File: src/rtl/sine_oscillator_glide_gain_ramp_top_macros.svh
// Assertion shorthands for the oscillator block.
// They expect clk and rst_n in the scope where they are used.
`ifndef SINE_OSCILLATOR_GLIDE_GAIN_RAMP_TOP_MACROS_SVH
`define SINE_OSCILLATOR_GLIDE_GAIN_RAMP_TOP_MACROS_SVH

// Consequent checked in the same cycle
`define SOGR_ASSERT_SAME(lbl, ante, cons, msg) \
  lbl: assert property (@(posedge clk) disable iff (!rst_n) (ante) |-> (cons)) \
    else $error(msg);

// Consequent checked in the next cycle
`define SOGR_ASSERT_NEXT(lbl, ante, cons, msg) \
  lbl: assert property (@(posedge clk) disable iff (!rst_n) (ante) |=> (cons)) \
    else $error(msg);

`endif

File: src/rtl/sogr_pkg.sv
package sogr_pkg;

  // Defaults for the top-level parameters
  localparam int MAX_BLOCK_DEF       = 4096;
  localparam int SINE_TABLE_BITS_DEF = 10;

  // Configuration port
  localparam int CFG_ADDR_W = 3;
  localparam int CFG_DATA_W = 32;
  localparam int BLK_LEN_W  = 13;
  localparam logic REG_BLOCK_LENGTH     = 1'b0;
  localparam logic REG_PHASE_STEP_SCALE = 1'b1;
  localparam logic [BLK_LEN_W-1:0]  BLOCK_LENGTH_RESET = 13'd512;
  localparam logic [CFG_DATA_W-1:0] STEP_SCALE_RESET   = 32'd366503876;

  // State memory geometry
  localparam int STATE_W     = 34;
  localparam int STATE_DEPTH = 8;
  localparam logic [STATE_W-1:0] CUR_FREQ_RESET = 34'd8000 << 16;

  // Width of the ramp difference handed to the divider
  localparam int DIV_W = 35;

  // 2*pi in Q30
  localparam longint TWO_PI_Q30 = 64'sd6746518852;

  typedef enum logic [2:0] {
    SA_PHASE,
    SA_CUR_FREQ,
    SA_FREQ_INC,
    SA_CUR_GAIN,
    SA_GAIN_INC,
    SA_BLK_POS,
    SA_LAT_FREQ,
    SA_LAT_LEVEL
  } st_addr_t;

  typedef struct packed {
    logic               we;
    st_addr_t           waddr;
    logic [STATE_W-1:0] wdata;
    st_addr_t           raddr;
  } mem_req_t;

  typedef enum logic [3:0] {
    S_IDLE,
    S_LOAD,
    S_PREP,
    S_DIV_F,
    S_DIV_G,
    S_UPDATE,
    S_STEP,
    S_WB,
    S_OUT
  } fsm_t;

  // Value a state word holds before its first write-back
  function automatic logic [STATE_W-1:0] state_reset_value(input st_addr_t a);
    case (a)
      SA_CUR_FREQ: return CUR_FREQ_RESET;
      default:     return '0;
    endcase
  endfunction

  // Truncating quotient of a non-negative value, restoring shift and subtract
  function automatic longint shift_sub_div(input longint n, input longint d);
    longint q;
    longint rem;
    q = 0;
    rem = 0;
    for (int b = 62; b >= 0; b--) begin
      rem = (rem <<< 1) | ((n >>> b) & longint'(1));
      if (rem >= d) begin
        rem = rem - d;
        q = q | (longint'(1) <<< b);
      end
    end
    return q;
  endfunction

  // round(sin(a * 2pi / 2^bits) * 2^15) by an 11th-order Taylor series in Q30
  function automatic logic signed [15:0] quarter_sine(input int unsigned a,
                                                      input int unsigned bits);
    longint x;
    longint term;
    longint sum;
    longint v;
    x = (longint'(a) * TWO_PI_Q30) >>> bits;
    term = x;
    sum = x;
    for (int k = 1; k <= 5; k++) begin
      term = (term * x) >>> 30;
      term = (term * x) >>> 30;
      // terms stay non-negative, so the plain magnitude quotient truncates toward zero
      term = shift_sub_div(term, longint'((2 * k) * (2 * k + 1)));
      if ((k & 1) == 1) sum = sum - term;
      else sum = sum + term;
    end
    if (sum < 0) sum = 0;
    v = (sum + (longint'(1) <<< 14)) >>> 15;
    if (v > 32767) v = 32767;
    return 16'(v);
  endfunction

endpackage

File: src/rtl/sogr_state_mem.sv
// Oscillator state words, one synchronous port pair, registered read.
// Valid bits make unwritten words read as their reset values.
module sogr_state_mem (
  input  logic                          clk,
  input  logic                          rst_n,
  input  sogr_pkg::mem_req_t            req,
  output logic [sogr_pkg::STATE_W-1:0]  rdata
);
  import sogr_pkg::*;

  logic [STATE_W-1:0]     ram_r [STATE_DEPTH];
  logic [STATE_DEPTH-1:0] valid_r;
  logic [STATE_W-1:0]     rd_data_r;
  logic [STATE_W-1:0]     rd_rst_r;
  logic                   rd_valid_r;

  // Storage and registered read
  always_ff @(posedge clk) begin
    if (req.we) begin
      ram_r[req.waddr] <= req.wdata;
    end
    rd_data_r <= ram_r[req.raddr];
    rd_rst_r  <= state_reset_value(req.raddr);
  end

  // Written flags
  always_ff @(posedge clk) begin
    if (!rst_n) begin
      valid_r    <= '0;
      rd_valid_r <= 1'b0;
    end else begin
      if (req.we) begin
        valid_r[req.waddr] <= 1'b1;
      end
      rd_valid_r <= valid_r[req.raddr];
    end
  end

  assign rdata = rd_valid_r ? rd_data_r : rd_rst_r;

endmodule

File: config.mk
export PLATFORM = sky130hd
export DESIGN_NAME = sogr_state_mem
export DESIGN_NICKNAME = d
export VERILOG_FILES = /design/src/rtl/sine_oscillator_glide_gain_ramp_top_macros.svh /design/src/rtl/sogr_pkg.sv /design/src/rtl/sogr_state_mem.sv
export SDC_FILE = /design/constraint.sdc
export NUM_CORES = 1
export LEC_CHECK = 0
export CORE_MARGIN = 2
export CORE_UTILIZATION = 60
export CTS_BUF_LIST = sky130_fd_sc_hd__clkbuf_4 sky130_fd_sc_hd__clkbuf_8
export CTS_CLUSTER_DIAMETER = 30
export DETAILED_ROUTE_END_ITERATION = 16
export DONT_BUFFER_PORTS = 1
export MAX_ROUTING_LAYER = met4
export PLACE_DENSITY = 0.87
export SYNTH_ARGS = -nofsm -noshare
export SYNTH_HDL_FRONTEND = slang
export SYNTH_SLANG_ARGS = --single-unit
File: constraint.sdc
create_clock -name clk -period 4.8 [get_ports clk]
set_input_delay 0.48 -clock clk [delete_from_list [all_inputs] [get_ports clk]]
set_output_delay 0.48 -clock clk [all_outputs]
set_load 0.03 [all_outputs]
Word level (Yosys, flattened, before mapping) --
Memory sizes are Yosys's and may differ from the RTL's. A register that Yosys moved wholly into a read port is not among the register bits. Index checks and enable logic that the tools add are counted.
Storage, ports and cells: register bits 43, memory bits (writable) 272, input bits 43, output and inout port bits 34, word-level logic and storage cells 18, memories 1
Cells by class: $lt $le $gt $ge 3, equality and inequality tests 1, multiplexer cells 8, bitwise gates (word level) 1, reductions and logical operators 1
Memory list:
- ram_r | depth 8, bits a word 34, rd ports 1, clocked after Yosys merged registers in 1, write ports 1, line sogr_state_mem.sv:11 | logic [STATE_W-1:0] ram_r [STATE_DEPTH];
Operators by type and width (count):
- two-way mux 34 bit | 1
- two-way mux 29 bit | 1
- less-than comparator 3 x 4 -> 1 bit, second input constant | 2
- bitwise OR 8 bit | 1
- two-way mux 1 bit | 4
- binary-select mux 1 bit (select 3 bit) | 1
- demux 1 bit (select 3 bit) | 1
- equality test 3 x 1 -> 1 bit, second input constant | 1
- greater-or-equal comparator 3 x 1 -> 1 bit, second input constant | 1
- logical AND 1 bit | 1

Logic depth before layout (Yosys ltp) --
word-level depth 5, mapped depth 5, gate-level depth less buffers 3

Worst setup path before layout --
Ideal clock, no wire load.
path type in2reg, start point input port req[39] (netlist name), end point memory ram_r[0][0] (enable), setup time 470 ps, arrival 3049 ps, data required time 4330 ps, slack 1280 ps, stages 2, buffers on the path 0, path through nand2b_1 nor3_1
RTL lines:
- start: declaration | line sogr_state_mem.sv:6 | input sogr_pkg::mem_req_t req,
- end: declaration | line sogr_state_mem.sv:11
Straight into the memory's write port.

Worst setup path in the final report --
start point register rd_valid_r, end point output port rdata[28] (netlist name)
Between the ends: longest elaborated chain between the ends 1
RTL lines:
- start: declaration | line sogr_state_mem.sv:15 | logic rd_valid_r;
- start signal: assignment | line sogr_state_mem.sv:35 | rd_valid_r <= valid_r[req.raddr];
- two-way mux 34 bit | line sogr_state_mem.sv:39 | assign rdata = rd_valid_r ? rd_data_r : rd_rst_r;
- end: declaration | line sogr_state_mem.sv:7 | output logic [sogr_pkg::STATE_W-1:0] rdata
Every way passes these cells.

==> results by group <==
Power
  • Max rail drop VDD: 0.000391 V
  • Sw Pwr: 1.15 mW
  • Pwr dens: 432 mW/mm^2
  • Internal power component: 4.75 mW
  • Comb pwr share: 4.4%
  • Flop pwr share: 52.9%
  • Sw Ratio: 19.5%
  • Total Power: 5.91 mW
  • Clock power share: 42.7%
  • Lkg Pwr: 4.70 nW

Logic synthesis
  • Syn Inst Count: 512
  • Synth warn: 0
  • Post-synth top area share: 69.3%
  • Synth area leader: edfxtp_1
  • Syn avg cell area: 23.0 sq um
  • Syn_nets: 555
  • Post-synth cell types: 19
  • Synth area leaders: edfxtp_1 (69%), mux4_1 (15%), dfxtp_1 (7.5%)
  • Sequential-to-total area share from yosys stat: 76.8%
  • Yosys reg bits: 316
  • Netlist Area Pre-Place: 0.0118 sq mm

STA
  • Clock skew: 0.0101 ns
  • Final Critical Period: 2.59 ns
  • Slew Viols, Final: 0
  • Slew HR: 16.3%
  • TNS Setup: 0 ns
  • Final Cycle Share: 54.0%
  • Final hold vios: 0
  • Worst-Margin Slew: 1.25 ns
  • Fmax: 386 MHz
  • RSZ-0062 raised after global routing: no
  • Final setup viols: 0

Setup path
  • Critical Path RT: 4.32 ns
  • Worst-path cell chain: buf_4, nand2b_1, nand2_1
  • Crit Path Class: flip-flop to output port
  • Crit Path Max Fanout: 19
  • Critical Path End Type: output port
  • Top delay family on crit path: flip-flops
  • Crit path launch type: flip-flop
  • Slowest Stage Delay on Critical Path: 0.70 ns
  • Crit path arrival time: 2.11 ns
  • Slowest cell on the critical path: dfxtp_1
  • CP bufs+invs: 1

Route
  • Via density: 5.90
  • WL per Instance: 23.6 um
  • DR vias: 5285
  • Post-route ant nets: 0
  • DRC: 0
  • DR iter-0 viols: 365
  • DRT Pass-1 Iters: 5
  • Routed WL: 21.1 mm

CTS
  • Clock tree from TritonCTS: built
  • Root Buffer: clkbuf_8
  • Htree depth: 2
  • Hold buffer count at cts: 34
  • Clock Pin Slew Worst Setup and Hold Paths: 0.06 ns
  • Worst-Skew Late Latency: 0.55 ns
  • TritonCTS Buffers: 50
  • Sink Count: 316
  • Post-cts sizing count: 0
  • Setup Fix Bufs, Post-CTS: 0
  • Maximum root-to-sink buffer count: 3

Die
  • Die width: 144 um
  • Row cnt: 51
  • Num ports: 77
  • Die ar.: 0.0208 sq mm
  • Core Box Area: 0.0194 sq mm
  • Die Ht: 144 um
  • Initial cell density of the core: 60.8%

Global route
  • Vias in the first global route: 5544
  • All-Layer GR Usage: 21.6%
  • First-pass GRT wire length: 31.7 mm
  • Largest net degree at the start of global routing: 73
  • GRT overflow: 0
  • Initial antenna violation count: 0

Cells and area
  • Layout cells sized above 1: 22.0%
  • # fillers: 1137
  • Nets: 633
  • N_diodes: 0
  • Layout area overhead: 16.0%
  • Final core utilization: 70.5%

Status
  • Run status: completed

Worst hold path
  • Hold crit path type: input pin to flip-flop

Place
  • Placed wire-length estimate: 10.9 mm
  • GP Congestion: 0.741
  • Port Buffers: 0

Job
  • MaxCap Viol Count: 0
## metal layers
metal  global-route usage (%)  up-vias  routed length [um]
met5                        -        -                   0
met4                     6.49        0                 378
met3                     5.46       36                1390
met2                     35.0      180               10800
met1                     27.6     2749                8560
li1                         -     2320                   -
## sequential cells by signal, indices dropped and copies added (netlist names)
signal      flops
rd_valid_r      1
rd_rst_r        1
valid_r         8
ram_r         272
rd_data_r      34
## cell usage after synthesis
cell	count
nor3_1	2
nor3b_1	1
mux2i_1	1
o21ai_0	1
nand2b_1	5
o21a_1	8
buf_1	2
clkbuf_1	11
mux2_2	35
mux4_1	66
buf_6	8
nor2_1	7
and2_1	28
edfxtp_1	272
buf_2	3
nand2_1	14
a311oi_1	1
mux4_2	3
dfxtp_1	44
## per-stage QoR
stage	hold slack (ns)	worst slack [ns]	std cells	instance area, sq um
2_1_floorplan	0.432	1.28	512	11800
3_5_place_dp	0.455	2.63	756	12000
3_3_place_gp	0.439	2.69	756	12000
4_1_cts	0.000197	2.11	883	13500
6_report	0.0248	2.21	896	13700
5_1_grt	0.0000248	1.96	896	13700
## cells in the final DEF (no fill, tap or decap), types with 2 or more instances in the layout
master	instances
o21a_1	8
edfxtp_1	272
nand2b_1	5
mux4_2	3
nor2_4	6
clkinv_1	3
buf_4	3
mux2_2	35
clkbuf_4	15
nand2_1	14
dlygate4sd3_1	47
nor3_2	2
and2_1	28
mux4_1	66
bufinv_16	5
clkbuf_8	60
clkinv_2	7
dfxtp_1	44
## area by class of cell
type | instances | area, sq um | area share (%)
clock buffer | 75 | 938 | 6.86
clock inverter | 18 | 221 | 1.62
multi-input combinational | 172 | 2640 | 19.3
sequential | 316 | 9050 | 66.2
tap | 265 | 332 | 2.43
timing repair buffer | 50 | 493 | 3.61
## logic make-up after synthesis
group	Yosys count	synth area share, %
flops	316	76.8
mux	105	18.7
simple gates	57	2.57
buf+inv	24	1.31
compound gates	10	0.626
## path summary, 6_finish.rpt
kind	startpoint	end	slack, ns	depth (start not counted)
worst max-delay path	rd_valid_r$_SDFF_PN0_	rdata[28]	2.21	3
worst min-delay path	req[29]	ram_r[2][26]$_DFFE_PP_	0.02	0
worst max register to register	ram_r[5][12]$_DFFE_PP_	rd_data_r[12]$_DFF_P_	3.46	2
worst min register to register	valid_r[2]$_SDFFE_PN0P_	valid_r[2]$_SDFFE_PN0P_	0.47	1
## power groups by stage
stage               clock, mW  sequential (mW)  combinational (mW)
CTS                      2.56             3.13               0.250
floorplan                   0             3.17               0.200
global placement            0             3.17               0.201
finish                   2.52             3.13               0.260
detailed placement          0             3.18               0.206
global route             2.68             3.13               0.277
Power figures use the tool's default switching activity.
