===== config.mk =====
export PLATFORM = sky130hd
export DESIGN_NAME = sogr_div
export DESIGN_NICKNAME = d
export VERILOG_FILES = /design/src/rtl/sine_oscillator_glide_gain_ramp_top_macros.svh /design/src/rtl/sogr_pkg.sv /design/src/rtl/sogr_div.sv
export SDC_FILE = /design/constraint.sdc
export NUM_CORES = 1
export LEC_CHECK = 0
export ABC_AREA = 1
export BUFFER_PORTS_ARGS = -buffer_cell sky130_fd_sc_hd__buf_2
export CORE_MARGIN = 2
export CORE_UTILIZATION = 30
export CTS_BUF_LIST = sky130_fd_sc_hd__clkbuf_16
export DETAILED_ROUTE_END_ITERATION = 10
export GPL_ROUTABILITY_DRIVEN = 0
export PLACE_DENSITY = 0.55
export SYNTH_ARGS = -nofsm -noshare
export SYNTH_HDL_FRONTEND = slang
export SYNTH_SLANG_ARGS = --single-unit

===== constraint.sdc =====
create_clock -name clk -period 4.9 [get_ports clk]
set_input_delay 0.98 -clock clk [delete_from_list [all_inputs] [get_ports clk]]
set_output_delay 0.98 -clock clk [all_outputs]
set_load 0.01 [all_outputs]

===== src/rtl/sine_oscillator_glide_gain_ramp_top_macros.svh =====
// Assertion shorthands for the oscillator block.
// They expect clk and rst_n in the scope where they are used.
`ifndef SINE_OSCILLATOR_GLIDE_GAIN_RAMP_TOP_MACROS_SVH
`define SINE_OSCILLATOR_GLIDE_GAIN_RAMP_TOP_MACROS_SVH

// Consequent checked in the same cycle
`define SOGR_ASSERT_SAME(lbl, ante, cons, msg) \
  lbl: assert property (@(posedge clk) disable iff (!rst_n) (ante) |-> (cons)) \
    else $error(msg);

// Consequent checked in the next cycle
`define SOGR_ASSERT_NEXT(lbl, ante, cons, msg) \
  lbl: assert property (@(posedge clk) disable iff (!rst_n) (ante) |=> (cons)) \
    else $error(msg);

`endif


===== src/rtl/sogr_pkg.sv =====
package sogr_pkg;

  // Defaults for the top-level parameters
  localparam int MAX_BLOCK_DEF       = 4096;
  localparam int SINE_TABLE_BITS_DEF = 10;

  // Configuration port
  localparam int CFG_ADDR_W = 3;
  localparam int CFG_DATA_W = 32;
  localparam int BLK_LEN_W  = 13;
  localparam logic REG_BLOCK_LENGTH     = 1'b0;
  localparam logic REG_PHASE_STEP_SCALE = 1'b1;
  localparam logic [BLK_LEN_W-1:0]  BLOCK_LENGTH_RESET = 13'd512;
  localparam logic [CFG_DATA_W-1:0] STEP_SCALE_RESET   = 32'd366503876;

  // State memory geometry
  localparam int STATE_W     = 34;
  localparam int STATE_DEPTH = 8;
  localparam logic [STATE_W-1:0] CUR_FREQ_RESET = 34'd8000 << 16;

  // Width of the ramp difference handed to the divider
  localparam int DIV_W = 35;

  // 2*pi in Q30
  localparam longint TWO_PI_Q30 = 64'sd6746518852;

  typedef enum logic [2:0] {
    SA_PHASE,
    SA_CUR_FREQ,
    SA_FREQ_INC,
    SA_CUR_GAIN,
    SA_GAIN_INC,
    SA_BLK_POS,
    SA_LAT_FREQ,
    SA_LAT_LEVEL
  } st_addr_t;

  typedef struct packed {
    logic               we;
    st_addr_t           waddr;
    logic [STATE_W-1:0] wdata;
    st_addr_t           raddr;
  } mem_req_t;

  typedef enum logic [3:0] {
    S_IDLE,
    S_LOAD,
    S_PREP,
    S_DIV_F,
    S_DIV_G,
    S_UPDATE,
    S_STEP,
    S_WB,
    S_OUT
  } fsm_t;

  // Value a state word holds before its first write-back
  function automatic logic [STATE_W-1:0] state_reset_value(input st_addr_t a);
    case (a)
      SA_CUR_FREQ: return CUR_FREQ_RESET;
      default:     return '0;
    endcase
  endfunction

  // Truncating quotient of a non-negative value, restoring shift and subtract
  function automatic longint shift_sub_div(input longint n, input longint d);
    longint q;
    longint rem;
    q = 0;
    rem = 0;
    for (int b = 62; b >= 0; b--) begin
      rem = (rem <<< 1) | ((n >>> b) & longint'(1));
      if (rem >= d) begin
        rem = rem - d;
        q = q | (longint'(1) <<< b);
      end
    end
    return q;
  endfunction

  // round(sin(a * 2pi / 2^bits) * 2^15) by an 11th-order Taylor series in Q30
  function automatic logic signed [15:0] quarter_sine(input int unsigned a,
                                                      input int unsigned bits);
    longint x;
    longint term;
    longint sum;
    longint v;
    x = (longint'(a) * TWO_PI_Q30) >>> bits;
    term = x;
    sum = x;
    for (int k = 1; k <= 5; k++) begin
      term = (term * x) >>> 30;
      term = (term * x) >>> 30;
      // terms stay non-negative, so the plain magnitude quotient truncates toward zero
      term = shift_sub_div(term, longint'((2 * k) * (2 * k + 1)));
      if ((k & 1) == 1) sum = sum - term;
      else sum = sum + term;
    end
    if (sum < 0) sum = 0;
    v = (sum + (longint'(1) <<< 14)) >>> 15;
    if (v > 32767) v = 32767;
    return 16'(v);
  endfunction

endpackage


===== src/rtl/sogr_div.sv =====
// Signed by unsigned divide, truncating toward zero, one quotient bit per cycle.
module sogr_div #(
  parameter int DW = sogr_pkg::DIV_W,
  parameter int LW = 13
) (
  input  logic                 clk,
  input  logic                 rst_n,
  input  logic                 start,
  input  logic signed [DW-1:0] num,
  input  logic [LW-1:0]        den,
  output logic                 busy,
  output logic                 done,
  output logic signed [DW-1:0] quo
);
  import sogr_pkg::*;

  localparam int CW = $clog2(DW);

  logic          busy_r;
  logic          done_r;
  logic          neg_r;
  logic [DW-1:0] q_r;
  logic [LW-1:0] rem_r;
  logic [LW-1:0] den_r;
  logic [CW-1:0] cnt_r;
  logic [LW:0]   trial;
  logic          fits;

  assign trial = {rem_r, q_r[DW-1]};
  assign fits  = trial >= {1'b0, den_r};

  // Control
  always_ff @(posedge clk) begin
    if (!rst_n) begin
      busy_r <= 1'b0;
      done_r <= 1'b0;
      cnt_r  <= '0;
    end else begin
      done_r <= 1'b0;
      if (start) begin
        busy_r <= 1'b1;
        cnt_r  <= '0;
      end else if (busy_r) begin
        cnt_r <= cnt_r + CW'(1);
        if (cnt_r == CW'(DW - 1)) begin
          busy_r <= 1'b0;
          done_r <= 1'b1;
        end
      end
    end
  end

  // Magnitude shift-subtract
  always_ff @(posedge clk) begin
    if (start) begin
      neg_r <= num[DW-1];
      q_r   <= num[DW-1] ? DW'(-num) : DW'(num);
      rem_r <= '0;
      den_r <= den;
    end else if (busy_r) begin
      rem_r <= fits ? LW'(trial - {1'b0, den_r}) : trial[LW-1:0];
      q_r   <= {q_r[DW-2:0], fits};
    end
  end

  assign busy = busy_r;
  assign done = done_r;
  assign quo  = neg_r ? $signed(-q_r) : $signed(q_r);

endmodule


======== Word level (Yosys, flattened, before mapping) ========
Cells that the tools add are included.
operators by class
  reduce and logical (&&, ||, !) cells .... 3
  muxes and demuxes ....................... 9
  $lt $le $gt $ge ......................... 1
  bitwise operators ....................... 2
  add/sub/neg operators ................... 4
  equality and inequality tests ........... 1
operator list
  cell                                                            count
  35-bit two-way mux                                              4
  35-bit negator                                                  2
  14-bit by 13-bit greater-or-equal comparator with 1-bit output  1
  13-bit two-way mux                                              1
  13-bit subtractor                                               1
  6-bit by 1-bit adder with 6-bit output (second input constant)  1
  6-bit == test (second input constant)                           1
  1-bit two-way mux                                               4
  3-bit OR reduction                                              1
  1-bit NOT                                                       2
  2-bit nonzero test                                              1
  2-bit OR reduction                                              1
word-level totals
  input bits .............................. 51
  register bits after elaboration ......... 70
  output and inout port bits .............. 37

======== Depth between registers and ports, before layout ========
  word-level depth ........................ 4
  gate-level depth with buffers ........... 12
  mapped depth without buffers ............ 12

======== Worst setup path before layout ========
OpenSTA, ideal clock, no wires.
  path kind ............................... register to output
  from .................................... register q_r[0]
  to ...................................... output quo[32]
  setup slack ............................. 2397 ps
  data arrival time ....................... 1523 ps
  stages on the path, launching flop included .. 11
  path buffers ............................ 1
  cells stage by stage .................... edfxtp_1 > inv_1 > ha_1 > buf_2 > nand4_1 > nor2_1 > nand2_1 > nor2_1 > xor2_1 > nand2_1 > nand2_1
on the way
  longest elaborated chain between the ends .. 2
RTL lines
  item                    RTL line        source
  from (decl)             sogr_div.sv:22  logic [DW-1:0] q_r;
  from (signal assigned)  sogr_div.sv:57  q_r <= num[DW-1] ? DW'(-num) : DW'(num);
  from (signal assigned)  sogr_div.sv:62  q_r <= {q_r[DW-2:0], fits};
  35-bit negator          sogr_div.sv:68  assign quo = neg_r ? $signed(-q_r) : $signed(q_r);
  35-bit two-way mux      sogr_div.sv:68
  to (decl)               sogr_div.sv:13  output logic signed [DW-1:0] quo
No other way between the ends.

======== Worst setup path after layout ========
  from .................................... register q_r[1]
  to ...................................... output quo[28]
Same word-level chain as after synthesis.

==> impl_metrics.env <==
export IMPL_outcome="complete, no violations"
export IMPL_p_int_mw=1.18
export IMPL_ctsResizeCount=0
export IMPL_crit_slowest_cell="edfxtp_1"
export IMPL_p_total_mw=1.78
export IMPL_final_core_util=0.352
export IMPL_combPwrFrac=0.254
export IMPL_coreArea_um2=19300
export IMPL_num_vias=5685
export IMPL_grt_first_pass_wirelength_mm=27.3
export IMPL_cts_setup_buffers=0
export IMPL_hold_violations=0
export IMPL_cts_tree="yes"
export IMPL_worst_pin_slew_ns=1.07
export IMPL_wl_mm=17.0
export IMPL_cts_htree_levels=3
export IMPL_power_share_sequential=0.412
export IMPL_maxCapViolations=0
export IMPL_grt_use_total=0.168
export IMPL_yosysWarnings=0
export IMPL_worstSetupPathType="register to output port"
export IMPL_ys_types=40
export IMPL_dieArea_um2=20700
export IMPL_wl_per_cell_um=13.9
export IMPL_die_w_um=144
export IMPL_cts_buffers_inserted=9
export IMPL_cpMostUsedCell="nand2_1"
export IMPL_finalCritPeriodShare=0.673
export IMPL_clk_latency_ns=0.34
export IMPL_syn_inst=874
export IMPL_core_rowCount=51
export IMPL_drt_initial_drc_count=437
export IMPL_grt_pass1_vias=5389
export IMPL_synthArstFlopShare=0
export IMPL_syn_avg_cell_area_um2=6.71
export IMPL_critPathLaunchType="register"
export IMPL_critical_path_top_delay_family="simple AND/OR/NAND/NOR gates"
export IMPL_hold_class="register to register"
export IMPL_clkPwrFrac=0.335
export IMPL_viasPerCell=4.65
export IMPL_postLayoutCellArea_um2=6810
export IMPL_multiInputGateArea_um2=3360
export IMPL_p_sw_mw=0.600
export IMPL_antennaDiodeCount=0
export IMPL_p_per_area_nw_per_um2=262
export IMPL_path_cells="inv_1 > ha_1 > nand4_1 > nor2_1 > nand4_1 > nand2_1 > o21ai_0 > nand2_1 > nand2_1 > buf_2"
export IMPL_synth_seq_cells=70
export IMPL_drive_gt1_frac=0.157
export IMPL_syn_to_final_growth_pct=16.2
export IMPL_rsz0062_at_grt="false"
export IMPL_post_dp_hpwl_mm=13.3
export IMPL_start_util=0.303
export IMPL_fill_cells=2137
export IMPL_tns_ns=0
export IMPL_slew_violations=0
export IMPL_hold_buffers=0
export IMPL_io_buffers=87
export IMPL_peakVddDrop_mv=0.158
export IMPL_synth_edf_count=49
export IMPL_end_kind="output port"
export IMPL_slowest_delay_ns=0.40
export IMPL_swShare=0.336
export IMPL_placed_cells=1207
export IMPL_finalSetupViolations=0
export IMPL_fin_cells=1223
export IMPL_final_common_cell="nand2_1"
export IMPL_synthFlopType="edfxtp_1"
export IMPL_relSlewSlack=0.286
export IMPL_crit_fanout=8
export IMPL_drtAntennaViolNets=0
export IMPL_crit_buf_inv=2
export IMPL_final_seq_area_um2=1890
export IMPL_clock_path_buffers=2
export IMPL_final_net_count=1022
export IMPL_syn_cell_area_um2=5860
export IMPL_final_cell_mix="260 x nand2_1, 122 x inv_1, 88 x nor2_1"
export IMPL_grt_max_degree=46
export IMPL_cts_root_buf="clkbuf_16"
export IMPL_post_route_drc_count=0
export IMPL_clk_pin_slew_worst_paths_ns=0.06
export IMPL_dpl_cell_area_um2=6540
export IMPL_synth_nets=943
export IMPL_pin_count=88
export IMPL_place_ws_ns=1.95
export IMPL_fin_worst_skew_ns=0.00805
export IMPL_cts_sinks=70
export IMPL_antenna_found_initial=0
export IMPL_die_height_um=144
export IMPL_min_period_ns=3.30
export IMPL_grt_overflow=0
export IMPL_fin_ws_ns=1.60
export IMPL_cp_arrival_ns=2.32
export IMPL_dr_pass1_iters=5
export IMPL_worstPathRequired_ns=3.92
export IMPL_yosysSeqAreaShare=0.323
export IMPL_p_leak_nw=3.19
export IMPL_max_freq_ghz=0.303
export IMPL_whs_ns=0.471
## final timing paths
| kind | from | endpoint | slack, ns | cells past startpoint |
|---|---|---|---|---|
| hold / removal | rem_r[7] | rem_r[7] | 0.47 | 2 |
| setup reg to reg | q_r[34] | q_r[0] | 2.32 | 10 |
| hold reg to reg | rem_r[7] | rem_r[7] | 0.47 | 2 |
| setup / recovery | q_r[1] | quo[28] | 1.60 | 10 |
## power by group through the flow
stage	logic (mW)	registers, mW	clock network, mW
after detailed placement	0.453	0.747	0
after global placement	0.454	0.746	0
final	0.453	0.735	0.597
after CTS	0.455	0.735	0.608
after global routing	0.511	0.742	0.631
after floorplan	0.289	0.730	0
## per-layer routing
| metal | part of all wire | GRT usage | routed length (um) |
|---|---|---|---|
| met5 | 0 | 0 | 0 |
| met4 | 0.020 | 0.0506 | 337 |
| met3 | 0.037 | 0.0250 | 632 |
| met2 | 0.44 | 0.261 | 7570 |
| met1 | 0.50 | 0.239 | 8490 |
## Yosys cell counts, types with 4 or more instances
cell      instances  area [um^2]
a21oi_1          11         55.1
buf_2             9         45.0
clkbuf_1         12         45.0
dfxtp_1          21          420
edfxtp_1         49         1470
ha_1             17          213
inv_1           120          450
inv_2             6         22.5
nand2_1         260          976
nand2_2           8         50.1
nand3_1          73          365
nand3_2           7         70.1
nand4_1          37          231
nor2_1           88          330
nor2_2           10         62.6
nor2_4            4         45.0
nor3_1            9         45.0
o21ai_0          44          220
o21ai_1          10         50.1
o21ai_2           4         35.0
xnor2_1          12          105
xor2_1           37          324
## worst reg2reg max path, cell delays in order (launching register included)
cell	delay (ns)
edfxtp_1	0.42
inv_1	0.15
ha_1	0.16
inv_1	0.08
fa_1	0.47
nand2_1	0.12
nand3_2	0.09
nand2_2	0.30
nand3_4	0.30
nand2_1	0.14
o21ai_0	0.08
## cells by family (layout without fill, tap and decap cells)
| kind of cell | Yosys count | in the layout | synth area share |
|---|---|---|---|
| AOI/OAI and AO/OA | 79 | 79 | 0.0752 |
| xor gates and xnor gates | 49 | 49 | 0.0732 |
| adders and majority gates | 18 | 18 | 0.0397 |
| buffers and inverters | 153 | 237 | 0.104 |
| DFF | 70 | 70 | 0.323 |
| and+or+nand+nor | 505 | 505 | 0.386 |
## state kept, by name, indices dropped and copies added (netlist names)
| name | cells |
|---|---|
| cnt_r | 6 |
| den_r | 13 |
| q_r | 35 |
| busy | 1 |
| neg_r | 1 |
| done | 1 |
| rem_r | 13 |
## layout make-up
type,instances,share of cell area
well taps,265,0.0487
flip-flops and latches,70,0.278
inverters,129,0.0711
clock buffers,9,0.0331
clock inverters,7,0.00643
multi-input cells,651,0.494
repair buffers,92,0.0694
(Power assumes the default switching activity.)
